===== src/adbsm_pkg.sv =====
// adbsm_pkg: shared types and constants of the arcball drag sphere mapper
// no dependencies; used by adbsm_divsqrt, the top level and the checker
package adbsm_pkg;

  // register and result field widths
  localparam int REG_W  = 13;
  localparam int XY_W   = 16;
  localparam int Z_W    = 15;
  localparam int APB_DW = 32;
  localparam int APB_AW = 3;

  // register reset values
  localparam logic [REG_W-1:0] WIDTH_RESET  = 13'd640;
  localparam logic [REG_W-1:0] HEIGHT_RESET = 13'd480;

  // register indexes, taken from paddr bit 2
  localparam logic REG_IDX_WIDTH  = 1'b0;
  localparam logic REG_IDX_HEIGHT = 1'b1;

  // event codes
  localparam logic [1:0] OP_MOVE    = 2'd0;
  localparam logic [1:0] OP_PRESS   = 2'd1;
  localparam logic [1:0] OP_RELEASE = 2'd2;
  localparam logic [1:0] OP_IGNORED = 2'd3;

  // button codes
  localparam logic [1:0] BTN_LEFT    = 2'd0;
  localparam logic [1:0] BTN_RIGHT   = 2'd1;
  localparam logic [1:0] BTN_MIDDLE  = 2'd2;
  localparam logic [1:0] BTN_UNKNOWN = 2'd3;

  // main sequencer states
  typedef enum logic [3:0] {
    ST_IDLE,
    ST_LOAD,
    ST_SQX,
    ST_SQY,
    ST_SQH,
    ST_SUM,
    ST_DX,
    ST_WX,
    ST_DY,
    ST_WY,
    ST_DZ,
    ST_WZ,
    ST_STORE,
    ST_OUT
  } seq_state_t;

  // divide and square root unit phases
  typedef enum logic [1:0] {
    PH_IDLE,
    PH_DIV,
    PH_SQRT,
    PH_DONE
  } dsu_phase_t;

endpackage


===== src/arcball_drag_sphere_mapper.sv =====
// arcball_drag_sphere_mapper: pointer event decode, drag state and sphere point sequencer
// depends on adbsm_pkg and adbsm_divsqrt
//
//  channel  | handshake                 | payload
//  ---------+---------------------------+--------------------------------------------
//  in       | in_valid / in_stall       | operation, button, cursor_x, cursor_y
//  out      | out_valid / out_stall     | from_x, from_y, from_z, to_x, to_y, to_z
//  config   | psel, penable, pwrite     | paddr, pwdata, prdata (pready tied high)
//
// an event with no result leaves in_stall low; a move that emits a transaction holds in_stall
// high while both points are mapped, with no z step for a rim point, and while it waits
// for the output register; the mapping is done by the one shared divide and square root unit,
// used up to six times in series
// rst is synchronous; width 640, height 480, drag off, last cursor at 0
// a finished transaction waits in the output register; the next event is taken meanwhile
module arcball_drag_sphere_mapper #(
  parameter int FRAC_BITS   = 14,
  parameter int CURSOR_BITS = 14
) (
  input  logic                                clk,
  input  logic                                rst,
  input  logic                                psel,
  input  logic                                penable,
  input  logic                                pwrite,
  input  logic [adbsm_pkg::APB_AW-1:0]        paddr,
  input  logic [adbsm_pkg::APB_DW-1:0]        pwdata,
  output logic [adbsm_pkg::APB_DW-1:0]        prdata,
  output logic                                pready,
  input  logic                                in_valid,
  output logic                                in_stall,
  input  logic [1:0]                          operation,
  input  logic [1:0]                          button,
  input  logic signed [CURSOR_BITS-1:0]       cursor_x,
  input  logic signed [CURSOR_BITS-1:0]       cursor_y,
  output logic                                out_valid,
  input  logic                                out_stall,
  output logic signed [adbsm_pkg::XY_W-1:0]   from_x,
  output logic signed [adbsm_pkg::XY_W-1:0]   from_y,
  output logic [adbsm_pkg::Z_W-1:0]           from_z,
  output logic signed [adbsm_pkg::XY_W-1:0]   to_x,
  output logic signed [adbsm_pkg::XY_W-1:0]   to_y,
  output logic [adbsm_pkg::Z_W-1:0]           to_z
);

  localparam int REG_W = adbsm_pkg::REG_W;
  localparam int XY_W  = adbsm_pkg::XY_W;
  localparam int Z_W   = adbsm_pkg::Z_W;
  localparam int NW    = ((CURSOR_BITS + 1 > REG_W + 1) ? CURSOR_BITS + 1 : REG_W + 1) + 1;
  localparam int AW    = NW - 1;
  localparam int SW    = 2 * AW;
  localparam int DW    = SW + 1;
  localparam int MW    = FRAC_BITS + 1;
  localparam int TW    = (MW > XY_W) ? MW + 1 : XY_W + 1;
  localparam int ZT    = (MW > Z_W) ? MW : Z_W;

  // configuration registers
  logic [REG_W-1:0] viewport_width;
  logic [REG_W-1:0] viewport_height;
  logic             cfg_wr;

  // event state
  logic                   drag_enabled;
  logic [CURSOR_BITS-1:0] last_x;
  logic [CURSOR_BITS-1:0] last_y;
  logic                   in_acc;
  logic                   emit;

  // sequencer
  adbsm_pkg::seq_state_t state, state_next;
  logic                   pt_sel;
  logic [CURSOR_BITS-1:0] pt0_x, pt0_y, pt1_x, pt1_y;
  logic [AW-1:0]          ax, ay;
  logic                   negx, negy;
  logic [SW-1:0]          sqx, sqy, h2;
  logic [DW-1:0]          ssum;
  logic                   rim;
  logic [MW-1:0]          mag_x, mag_y, mag_z;
  logic signed [XY_W-1:0] frm_x, frm_y;
  logic [Z_W-1:0]         frm_z;

  // combinational datapath
  logic [REG_W-1:0]       h_eff;
  logic [CURSOR_BITS-1:0] px, py;
  logic [NW-1:0]          px_ext, py_ext, nx, ny, nx_neg, ny_neg;
  logic [AW-1:0]          mul_a;
  logic [SW-1:0]          prod;
  logic [DW-1:0]          ssum_next, h2_ext, den_sel, dsu_num, dsu_den;
  logic                   dsu_start, dsu_done, load_out;
  logic [MW-1:0]          dsu_root;
  logic [TW-1:0]          xe, ye, xs, ys;
  logic [ZT-1:0]          ze;
  logic [XY_W-1:0]        x_val, y_val;
  logic [Z_W-1:0]         z_val;

  // configuration port
  assign pready = 1'b1;
  assign cfg_wr = psel & penable & pwrite;

  always_comb begin
    unique case (paddr[2])
      adbsm_pkg::REG_IDX_WIDTH:  prdata = adbsm_pkg::APB_DW'(viewport_width);
      adbsm_pkg::REG_IDX_HEIGHT: prdata = adbsm_pkg::APB_DW'(viewport_height);
      default:                   prdata = '0;
    endcase
  end

  always_ff @(posedge clk) begin
    if (rst) begin
      viewport_width  <= adbsm_pkg::WIDTH_RESET;
      viewport_height <= adbsm_pkg::HEIGHT_RESET;
    end else if (cfg_wr) begin
      if (paddr[2] == adbsm_pkg::REG_IDX_WIDTH) viewport_width <= pwdata[REG_W-1:0];
      else viewport_height <= pwdata[REG_W-1:0];
    end
  end

  // event decode
  assign in_acc = in_valid & ~in_stall;
  assign emit   = in_acc & (operation == adbsm_pkg::OP_MOVE) & drag_enabled &
                  ((cursor_x != last_x) | (cursor_y != last_y));

  always_ff @(posedge clk) begin
    if (rst) begin
      drag_enabled <= 1'b0;
      last_x       <= '0;
      last_y       <= '0;
    end else if (in_acc && operation != adbsm_pkg::OP_IGNORED) begin
      last_x <= cursor_x;
      last_y <= cursor_y;
      if (operation == adbsm_pkg::OP_PRESS) drag_enabled <= button == adbsm_pkg::BTN_RIGHT;
      else if (operation == adbsm_pkg::OP_RELEASE) drag_enabled <= 1'b0;
    end
  end

  // centered coordinates of the current point
  always_comb begin
    h_eff  = (viewport_height == '0) ? REG_W'(1) : viewport_height;
    px     = pt_sel ? pt1_x : pt0_x;
    py     = pt_sel ? pt1_y : pt0_y;
    px_ext = {{(NW - CURSOR_BITS){px[CURSOR_BITS-1]}}, px};
    py_ext = {{(NW - CURSOR_BITS){py[CURSOR_BITS-1]}}, py};
    nx     = {px_ext[NW-2:0], 1'b0} - {{(NW - REG_W){1'b0}}, viewport_width};
    ny     = {{(NW - REG_W){1'b0}}, h_eff} - {py_ext[NW-2:0], 1'b0};
    nx_neg = '0 - nx;
    ny_neg = '0 - ny;
  end

  // shared squarer
  always_comb begin
    unique case (state)
      adbsm_pkg::ST_SQX: mul_a = ax;
      adbsm_pkg::ST_SQY: mul_a = ay;
      default:           mul_a = {{(AW - REG_W){1'b0}}, h_eff};
    endcase
    prod      = mul_a * mul_a;
    ssum_next = {1'b0, sqx} + {1'b0, sqy};
    h2_ext    = {1'b0, h2};
    den_sel   = rim ? ssum : h2_ext;
  end

  // operands of the divide and square root unit
  always_comb begin
    unique case (state)
      adbsm_pkg::ST_DX: begin
        dsu_num = {1'b0, sqx};
        dsu_den = den_sel;
      end
      adbsm_pkg::ST_DY: begin
        dsu_num = {1'b0, sqy};
        dsu_den = den_sel;
      end
      default: begin
        dsu_num = h2_ext - ssum;
        dsu_den = h2_ext;
      end
    endcase
  end

  adbsm_divsqrt #(
    .FRAC_BITS (FRAC_BITS),
    .DEN_W     (DW)
  ) u_dsu (
    .clk   (clk),
    .rst   (rst),
    .start (dsu_start),
    .num   (dsu_num),
    .den   (dsu_den),
    .done  (dsu_done),
    .root  (dsu_root)
  );

  // signed fields of the current point
  always_comb begin
    xe    = TW'(mag_x);
    ye    = TW'(mag_y);
    xs    = negx ? ('0 - xe) : xe;
    ys    = negy ? ('0 - ye) : ye;
    ze    = ZT'(mag_z);
    x_val = xs[XY_W-1:0];
    y_val = ys[XY_W-1:0];
    z_val = ze[Z_W-1:0];
  end

  // next state
  always_comb begin
    state_next = state;
    unique case (state)
      adbsm_pkg::ST_IDLE:  if (emit) state_next = adbsm_pkg::ST_LOAD;
      adbsm_pkg::ST_LOAD:  state_next = adbsm_pkg::ST_SQX;
      adbsm_pkg::ST_SQX:   state_next = adbsm_pkg::ST_SQY;
      adbsm_pkg::ST_SQY:   state_next = adbsm_pkg::ST_SQH;
      adbsm_pkg::ST_SQH:   state_next = adbsm_pkg::ST_SUM;
      adbsm_pkg::ST_SUM:   state_next = adbsm_pkg::ST_DX;
      adbsm_pkg::ST_DX:    state_next = adbsm_pkg::ST_WX;
      adbsm_pkg::ST_WX:    if (dsu_done) state_next = adbsm_pkg::ST_DY;
      adbsm_pkg::ST_DY:    state_next = adbsm_pkg::ST_WY;
      adbsm_pkg::ST_WY: begin
        if (dsu_done) state_next = rim ? adbsm_pkg::ST_STORE : adbsm_pkg::ST_DZ;
      end
      adbsm_pkg::ST_DZ:    state_next = adbsm_pkg::ST_WZ;
      adbsm_pkg::ST_WZ:    if (dsu_done) state_next = adbsm_pkg::ST_STORE;
      adbsm_pkg::ST_STORE: state_next = pt_sel ? adbsm_pkg::ST_OUT : adbsm_pkg::ST_LOAD;
      adbsm_pkg::ST_OUT:   if (load_out) state_next = adbsm_pkg::ST_IDLE;
      default:             state_next = adbsm_pkg::ST_IDLE;
    endcase
  end

  // sequencer outputs
  always_comb begin
    in_stall  = state != adbsm_pkg::ST_IDLE;
    dsu_start = (state == adbsm_pkg::ST_DX) | (state == adbsm_pkg::ST_DY) |
                (state == adbsm_pkg::ST_DZ);
    load_out  = (state == adbsm_pkg::ST_OUT) & (~out_valid | ~out_stall);
  end

  // control registers
  always_ff @(posedge clk) begin
    if (rst) begin
      state     <= adbsm_pkg::ST_IDLE;
      pt_sel    <= 1'b0;
      out_valid <= 1'b0;
    end else begin
      state <= state_next;
      if (emit) pt_sel <= 1'b0;
      else if (state == adbsm_pkg::ST_STORE) pt_sel <= 1'b1;
      if (load_out) out_valid <= 1'b1;
      else if (~out_stall) out_valid <= 1'b0;
    end
  end

  // point datapath
  always_ff @(posedge clk) begin
    if (emit) begin
      pt0_x <= last_x;
      pt0_y <= last_y;
      pt1_x <= cursor_x;
      pt1_y <= cursor_y;
    end
    unique case (state)
      adbsm_pkg::ST_LOAD: begin
        negx <= nx[NW-1];
        negy <= ny[NW-1];
        ax   <= nx[NW-1] ? nx_neg[AW-1:0] : nx[AW-1:0];
        ay   <= ny[NW-1] ? ny_neg[AW-1:0] : ny[AW-1:0];
      end
      adbsm_pkg::ST_SQX: sqx <= prod;
      adbsm_pkg::ST_SQY: sqy <= prod;
      adbsm_pkg::ST_SQH: h2  <= prod;
      adbsm_pkg::ST_SUM: begin
        ssum  <= ssum_next;
        rim   <= ssum_next >= {1'b0, h2};
        mag_z <= '0;
      end
      adbsm_pkg::ST_WX: if (dsu_done) mag_x <= dsu_root;
      adbsm_pkg::ST_WY: if (dsu_done) mag_y <= dsu_root;
      adbsm_pkg::ST_WZ: if (dsu_done) mag_z <= dsu_root;
      adbsm_pkg::ST_STORE: begin
        if (!pt_sel) begin
          frm_x <= x_val;
          frm_y <= y_val;
          frm_z <= z_val;
        end
      end
      default: begin
      end
    endcase
  end

  // output register
  always_ff @(posedge clk) begin
    if (load_out) begin
      from_x <= frm_x;
      from_y <= frm_y;
      from_z <= frm_z;
      to_x   <= x_val;
      to_y   <= y_val;
      to_z   <= z_val;
    end
  end

endmodule


===== src/adbsm_divsqrt.sv =====
// adbsm_divsqrt: shared iterative unit, isqrt(floor(num * 2^(2F) / den)) for num <= den
// one restoring quotient bit per cycle, then one root bit per cycle; uses adbsm_pkg
module adbsm_divsqrt #(
  parameter int FRAC_BITS = 14,
  parameter int DEN_W     = 31
) (
  input  logic                 clk,
  input  logic                 rst,
  input  logic                 start,
  input  logic [DEN_W-1:0]     num,
  input  logic [DEN_W-1:0]     den,
  output logic                 done,
  output logic [FRAC_BITS:0]   root
);

  localparam int QW = 2 * FRAC_BITS + 1;
  localparam int CW = $clog2(2 * FRAC_BITS + 1);

  adbsm_pkg::dsu_phase_t phase, phase_next;
  logic [CW-1:0]    cnt;
  logic [DEN_W-1:0] rem;
  logic [DEN_W-1:0] dvs;
  logic [QW-1:0]    quo;
  logic [QW-1:0]    rad;
  logic [QW-1:0]    res;
  logic [QW-1:0]    bitm;

  logic [DEN_W:0]   rem2;
  logic [DEN_W:0]   rdiff;
  logic             rge;
  logic [QW-1:0]    quo_next;
  logic [QW:0]      trial;
  logic             take;
  logic             div_last;
  logic             sqrt_last;

  // one restoring division step
  always_comb begin
    rem2     = {rem, 1'b0};
    rdiff    = rem2 - {1'b0, dvs};
    rge      = rem2 >= {1'b0, dvs};
    quo_next = {quo[QW-2:0], rge};
  end

  // one root step
  always_comb begin
    trial = {1'b0, res} + {1'b0, bitm};
    take  = {1'b0, rad} >= trial;
  end

  assign div_last  = cnt == CW'(2 * FRAC_BITS - 1);
  assign sqrt_last = cnt == CW'(FRAC_BITS);

  // phase sequencing
  always_comb begin
    phase_next = phase;
    unique case (phase)
      adbsm_pkg::PH_IDLE: if (start) phase_next = adbsm_pkg::PH_DIV;
      adbsm_pkg::PH_DIV:  if (div_last) phase_next = adbsm_pkg::PH_SQRT;
      adbsm_pkg::PH_SQRT: if (sqrt_last) phase_next = adbsm_pkg::PH_DONE;
      adbsm_pkg::PH_DONE: phase_next = adbsm_pkg::PH_IDLE;
      default:            phase_next = adbsm_pkg::PH_IDLE;
    endcase
  end

  // outputs
  always_comb begin
    done = phase == adbsm_pkg::PH_DONE;
    root = res[FRAC_BITS:0];
  end

  // control state
  always_ff @(posedge clk) begin
    if (rst) begin
      phase <= adbsm_pkg::PH_IDLE;
      cnt   <= '0;
    end else begin
      phase <= phase_next;
      if (phase_next != phase) cnt <= '0;
      else cnt <= cnt + CW'(1);
    end
  end

  // datapath
  always_ff @(posedge clk) begin
    unique case (phase)
      adbsm_pkg::PH_IDLE: begin
        if (start) begin
          dvs <= den;
          // integer part is one only when num equals den
          if (num == den) begin
            quo <= QW'(1);
            rem <= '0;
          end else begin
            quo <= '0;
            rem <= num;
          end
        end
      end
      adbsm_pkg::PH_DIV: begin
        quo <= quo_next;
        rem <= rge ? rdiff[DEN_W-1:0] : rem2[DEN_W-1:0];
        if (div_last) begin
          rad  <= quo_next;
          res  <= '0;
          bitm <= QW'(1) << (2 * FRAC_BITS);
        end
      end
      adbsm_pkg::PH_SQRT: begin
        if (take) begin
          rad <= rad - trial[QW-1:0];
          res <= (res >> 1) + bitm;
        end else begin
          res <= res >> 1;
        end
        bitm <= bitm >> 2;
      end
      default: begin
      end
    endcase
  end

endmodule


===== config.mk =====
export PLATFORM = sky130hd
export DESIGN_NAME = arcball_drag_sphere_mapper
export DESIGN_NICKNAME = d
export VERILOG_FILES = /design/src/adbsm_pkg.sv /design/src/arcball_drag_sphere_mapper.sv /design/src/adbsm_divsqrt.sv
export SDC_FILE = /design/constraint.sdc
export NUM_CORES = 2
export LEC_CHECK = 0
export BUFFER_PORTS_ARGS = -buffer_cell sky130_fd_sc_hd__buf_2
export CORE_MARGIN = 2
export CORE_UTILIZATION = 55
export CTS_CLUSTER_DIAMETER = 60
export DETAILED_ROUTE_END_ITERATION = 10
export GPL_TIMING_DRIVEN = 0
export MAX_ROUTING_LAYER = met4
export PLACE_DENSITY = 0.69
export SKIP_CTS_REPAIR_TIMING = 1
export SYNTH_ARGS = -nofsm -noshare
export SYNTH_HDL_FRONTEND = slang
export SYNTH_SLANG_ARGS = --single-unit
export TNS_END_PERCENT = 50

===== constraint.sdc =====
create_clock -name clk -period 31.1 [get_ports clk]
set_clock_uncertainty 0.1 [all_clocks]
set_input_delay 6.22 -clock clk [delete_from_list [all_inputs] [get_ports clk]]
set_output_delay 6.22 -clock clk [all_outputs]
set_load 0.005 [all_outputs]

==> impl_metrics.env <==
export IMPL_status="completed"
export IMPL_whs_path_depth=0
export IMPL_placedCellCount=5165
export IMPL_synthAdderAreaFrac_pct=16.1
export IMPL_synthFlopType="edfxtp_1"
export IMPL_finalCritPeriodShare_pct=45.4
export IMPL_setup_ws_ns=16.97
export IMPL_rows=100
export IMPL_synthXorXnorAreaFrac_pct=5.80
export IMPL_grtUsageTotal_pct=28.2
export IMPL_period_needed_ns=14.13
export IMPL_syn_avg_cell_area_sq_um=10.4
export IMPL_rrSetupSlack_ns=19.37
export IMPL_syn_to_final_growth_pct=12.4
export IMPL_n_fill_cell=6023
export IMPL_whs_ns=0.317
export IMPL_synthesis_instances=3987
export IMPL_synth_cell_area_sq_mm=0.0414
export IMPL_n_antenna_cell=0
export IMPL_setup_tns_ns=0
export IMPL_instances_no_fill=5294
export IMPL_drive_gt1_share_pct=10.2
export IMPL_max_vdd_ir_drop_uv=43.2
export IMPL_grt_pass1_vias=29802
export IMPL_yosysWarnings=0
export IMPL_dpl_cell_area_sq_mm=0.0440
export IMPL_rsz0062_at_grt="no"
export IMPL_final_common_cell="edfxtp_1"
export IMPL_finalMaxSlewViolations=0
export IMPL_seq_area_frac_synth_pct=43.6
export IMPL_drt_iter0_markers=2408
export IMPL_vias_per_cell=5.82
export IMPL_grt_overflow_total=0
export IMPL_gp_congestion=1.00
export IMPL_clockBufferDepth=3
export IMPL_fp_dieH_microns=278
export IMPL_grt_antenna_before_repair=0
export IMPL_relSlewSlack_pct=19.4
export IMPL_final_core_util_pct=62.5
export IMPL_cts_clk_slew_worst_paths_ns=0.06
export IMPL_num_vias=30822
export IMPL_worstReg2RegEnd="h2[28]$_DFFE_PP_"
export IMPL_hold_class="reg2reg"
export IMPL_cts_tree="yes"
export IMPL_crit_required_ns=24.78
export IMPL_ios=203
export IMPL_critPathLaunch="paddr[2]"
export IMPL_drc=0
export IMPL_root_buffer="clkbuf_16"
export IMPL_dr_pass1_iters=6
export IMPL_hpwl_microns=83800
export IMPL_wirelength_microns=107000
export IMPL_worstPathArrival_ns=7.81
export IMPL_die_x_microns=278
export IMPL_final_nets=4790
export IMPL_timing_fmax_mhz=70.8
export IMPL_hp_start="frm_y[7]$_DFFE_PP_"
export IMPL_cpMaxStageDelayCell="clkbuf_1"
export IMPL_postRouteAntennaNets=0
export IMPL_crit_fanout=10
export IMPL_ys_ff_latch=624
export IMPL_path_class="in2out"
export IMPL_synth_cell_type_count=93
export IMPL_synth_simple_area_share_pct=13.0
export IMPL_grt_max_degree=33
export IMPL_port_buffers=160
export IMPL_p_leak_nw=18.9
export IMPL_muxShareOfSynthArea_pct=2.61
export IMPL_cts_buffers=71
export IMPL_h_tree_depth=3
export IMPL_synth_edf_count=556
export IMPL_drv_cap=0
export IMPL_worstRegToRegCells=30
export IMPL_final_setup_viol_count=0
export IMPL_startpoint_type="primary input"
export IMPL_r2r_start="state[0]$_SDFFE_PP0P_"
export IMPL_crit_chain="buf_2 -> clkbuf_1 -> clkbuf_1 -> nand2_1 -> o21ai_0 -> buf_2"
export IMPL_synthArstFlopShare_pct=0
export IMPL_synth_top_family_by_area="adder cells"
export IMPL_initial_core_util_pct=55.6
export IMPL_max_stage_delay_ns=0.48
export IMPL_p_per_area_mw_per_mm2=47.8
export IMPL_die_area_sq_mm=0.0774
export IMPL_wl_per_cell_microns=20.2
export IMPL_numClockSinks=624
export IMPL_postLayoutCellArea_sq_mm=0.0465
export IMPL_synth_compound_area_share_pct=13.7
export IMPL_setup_worst_path_end_class="primary output"
export IMPL_fin_total_pwr_mw=2.22
export IMPL_hold_viol=0
export IMPL_min_to="from_y[7]$_DFFE_PP_"
export IMPL_worstMarginPinSlew_ns=1.21
export IMPL_post_place_ws_ns=17.04
export IMPL_clk_latency_ns=0.64
export IMPL_most_common_layout_cells="edfxtp_1, inv_1, nand2_1"
export IMPL_core_area_sq_mm=0.0744
export IMPL_grt_pass1_wl_microns=166000
-- kinds of logic after synthesis --
kind of cell,count (synthesis)
AND/OR/NAND/NOR,1127
AO/OA/AOI/OAI,864
flip-flops,624
buffers and inverters,545
adder cells (fa/ha/maj),448
XOR/XNOR,274
multiplexers,103
other,2
-- worst max-delay path: cells and delay by family --
kind                   cells  cell delay, ns
and+or+nand+nor            1            0.09
AOI/OAI and AO/OA          1            0.22
buffers and inverters      4            1.27
-- sequential cells by signal (all words and copies together) (netlist names), 15 cells and up --
| register | flops |
|---|---|
| ay | 15 |
| frm_y | 16 |
| u_dsu.quo | 28 |
| u_dsu.bitm | 15 |
| mag_z | 15 |
| h2 | 29 |
| sqx | 29 |
| from_x | 16 |
| mag_x | 15 |
| to_z | 15 |
| u_dsu.res | 29 |
| u_dsu.rem | 31 |
| mag_y | 15 |
| frm_x | 16 |
| to_x | 16 |
| u_dsu.dvs | 31 |
| from_z | 15 |
| ax | 15 |
| from_y | 16 |
| frm_z | 15 |
| to_y | 16 |
| u_dsu.rad | 29 |
| sqy | 29 |
| ssum | 31 |
-- how the worst max path moves through the flow --
stage / endpoint / slack (ns)
after CTS: prdata[6] / 17.04
after global routing: prdata[6] / 16.93
after floorplan: prdata[9] / 17.88
after detailed placement: prdata[6] / 17.04
final: prdata[5] / 16.97
after global placement: h2[28]$_DFFE_PP_ / 16.43
-- report_power, final --
group | switching, mW | total (mW) | leakage [nW] | internal [mW]
sequential | 0.00685 | 0.954 | 5.48 | 0.947
clock | 0.352 | 0.902 | 1.25 | 0.550
combinational | 0.229 | 0.367 | 12.2 | 0.138
-- per-layer routing --
metal | track usage, % | vias to the layer above | wire length [microns]
met5 | - | - | 0
met4 | 9.76 | 0 | 3520
met3 | 2.98 | 206 | 6840
met2 | 45.3 | 1114 | 50200
met1 | 37.7 | 14731 | 46400
li1 | - | 14771 | -
-- cell usage after synthesis (21+ instances only) --
library cell / n / area [sq um]
nand2b_1: 34 / 213
a21o_1: 74 / 556
a22o_1: 31 / 272
nor3_1: 79 / 395
and2_1: 70 / 438
or3_1: 26 / 163
clkbuf_1: 104 / 390
and3_1: 22 / 138
o21ai_0: 170 / 851
mux2i_1: 65 / 651
a21oi_1: 246 / 1230
xnor2_1: 170 / 1490
fa_1: 140 / 2800
nand2_1: 369 / 1390
inv_1: 382 / 1430
o31ai_1: 21 / 158
edfxtp_1: 556 / 16700
nand4_1: 36 / 225
a211oi_1: 32 / 240
mux2_2: 38 / 428
xor2_1: 104 / 911
o21a_1: 36 / 270
ha_1: 307 / 3840
nor2b_1: 43 / 269
nand3_1: 52 / 260
dfxtp_1: 68 / 1360
o21bai_1: 29 / 218
a31oi_1: 41 / 257
nor2_1: 301 / 1130
-- cell type report --
type,instances,area [sq um],area share (%)
repair buffers,191,1210,2.60
well taps,969,1210,2.61
inverters,389,1460,3.14
clock inverters,46,683,1.47
multi-input cells,2836,21300,45.9
clock buffers,83,1880,4.05
flip-flops and latches,624,18100,38.8
plain buffers,156,686,1.47
(Power assumes the default switching activity.)
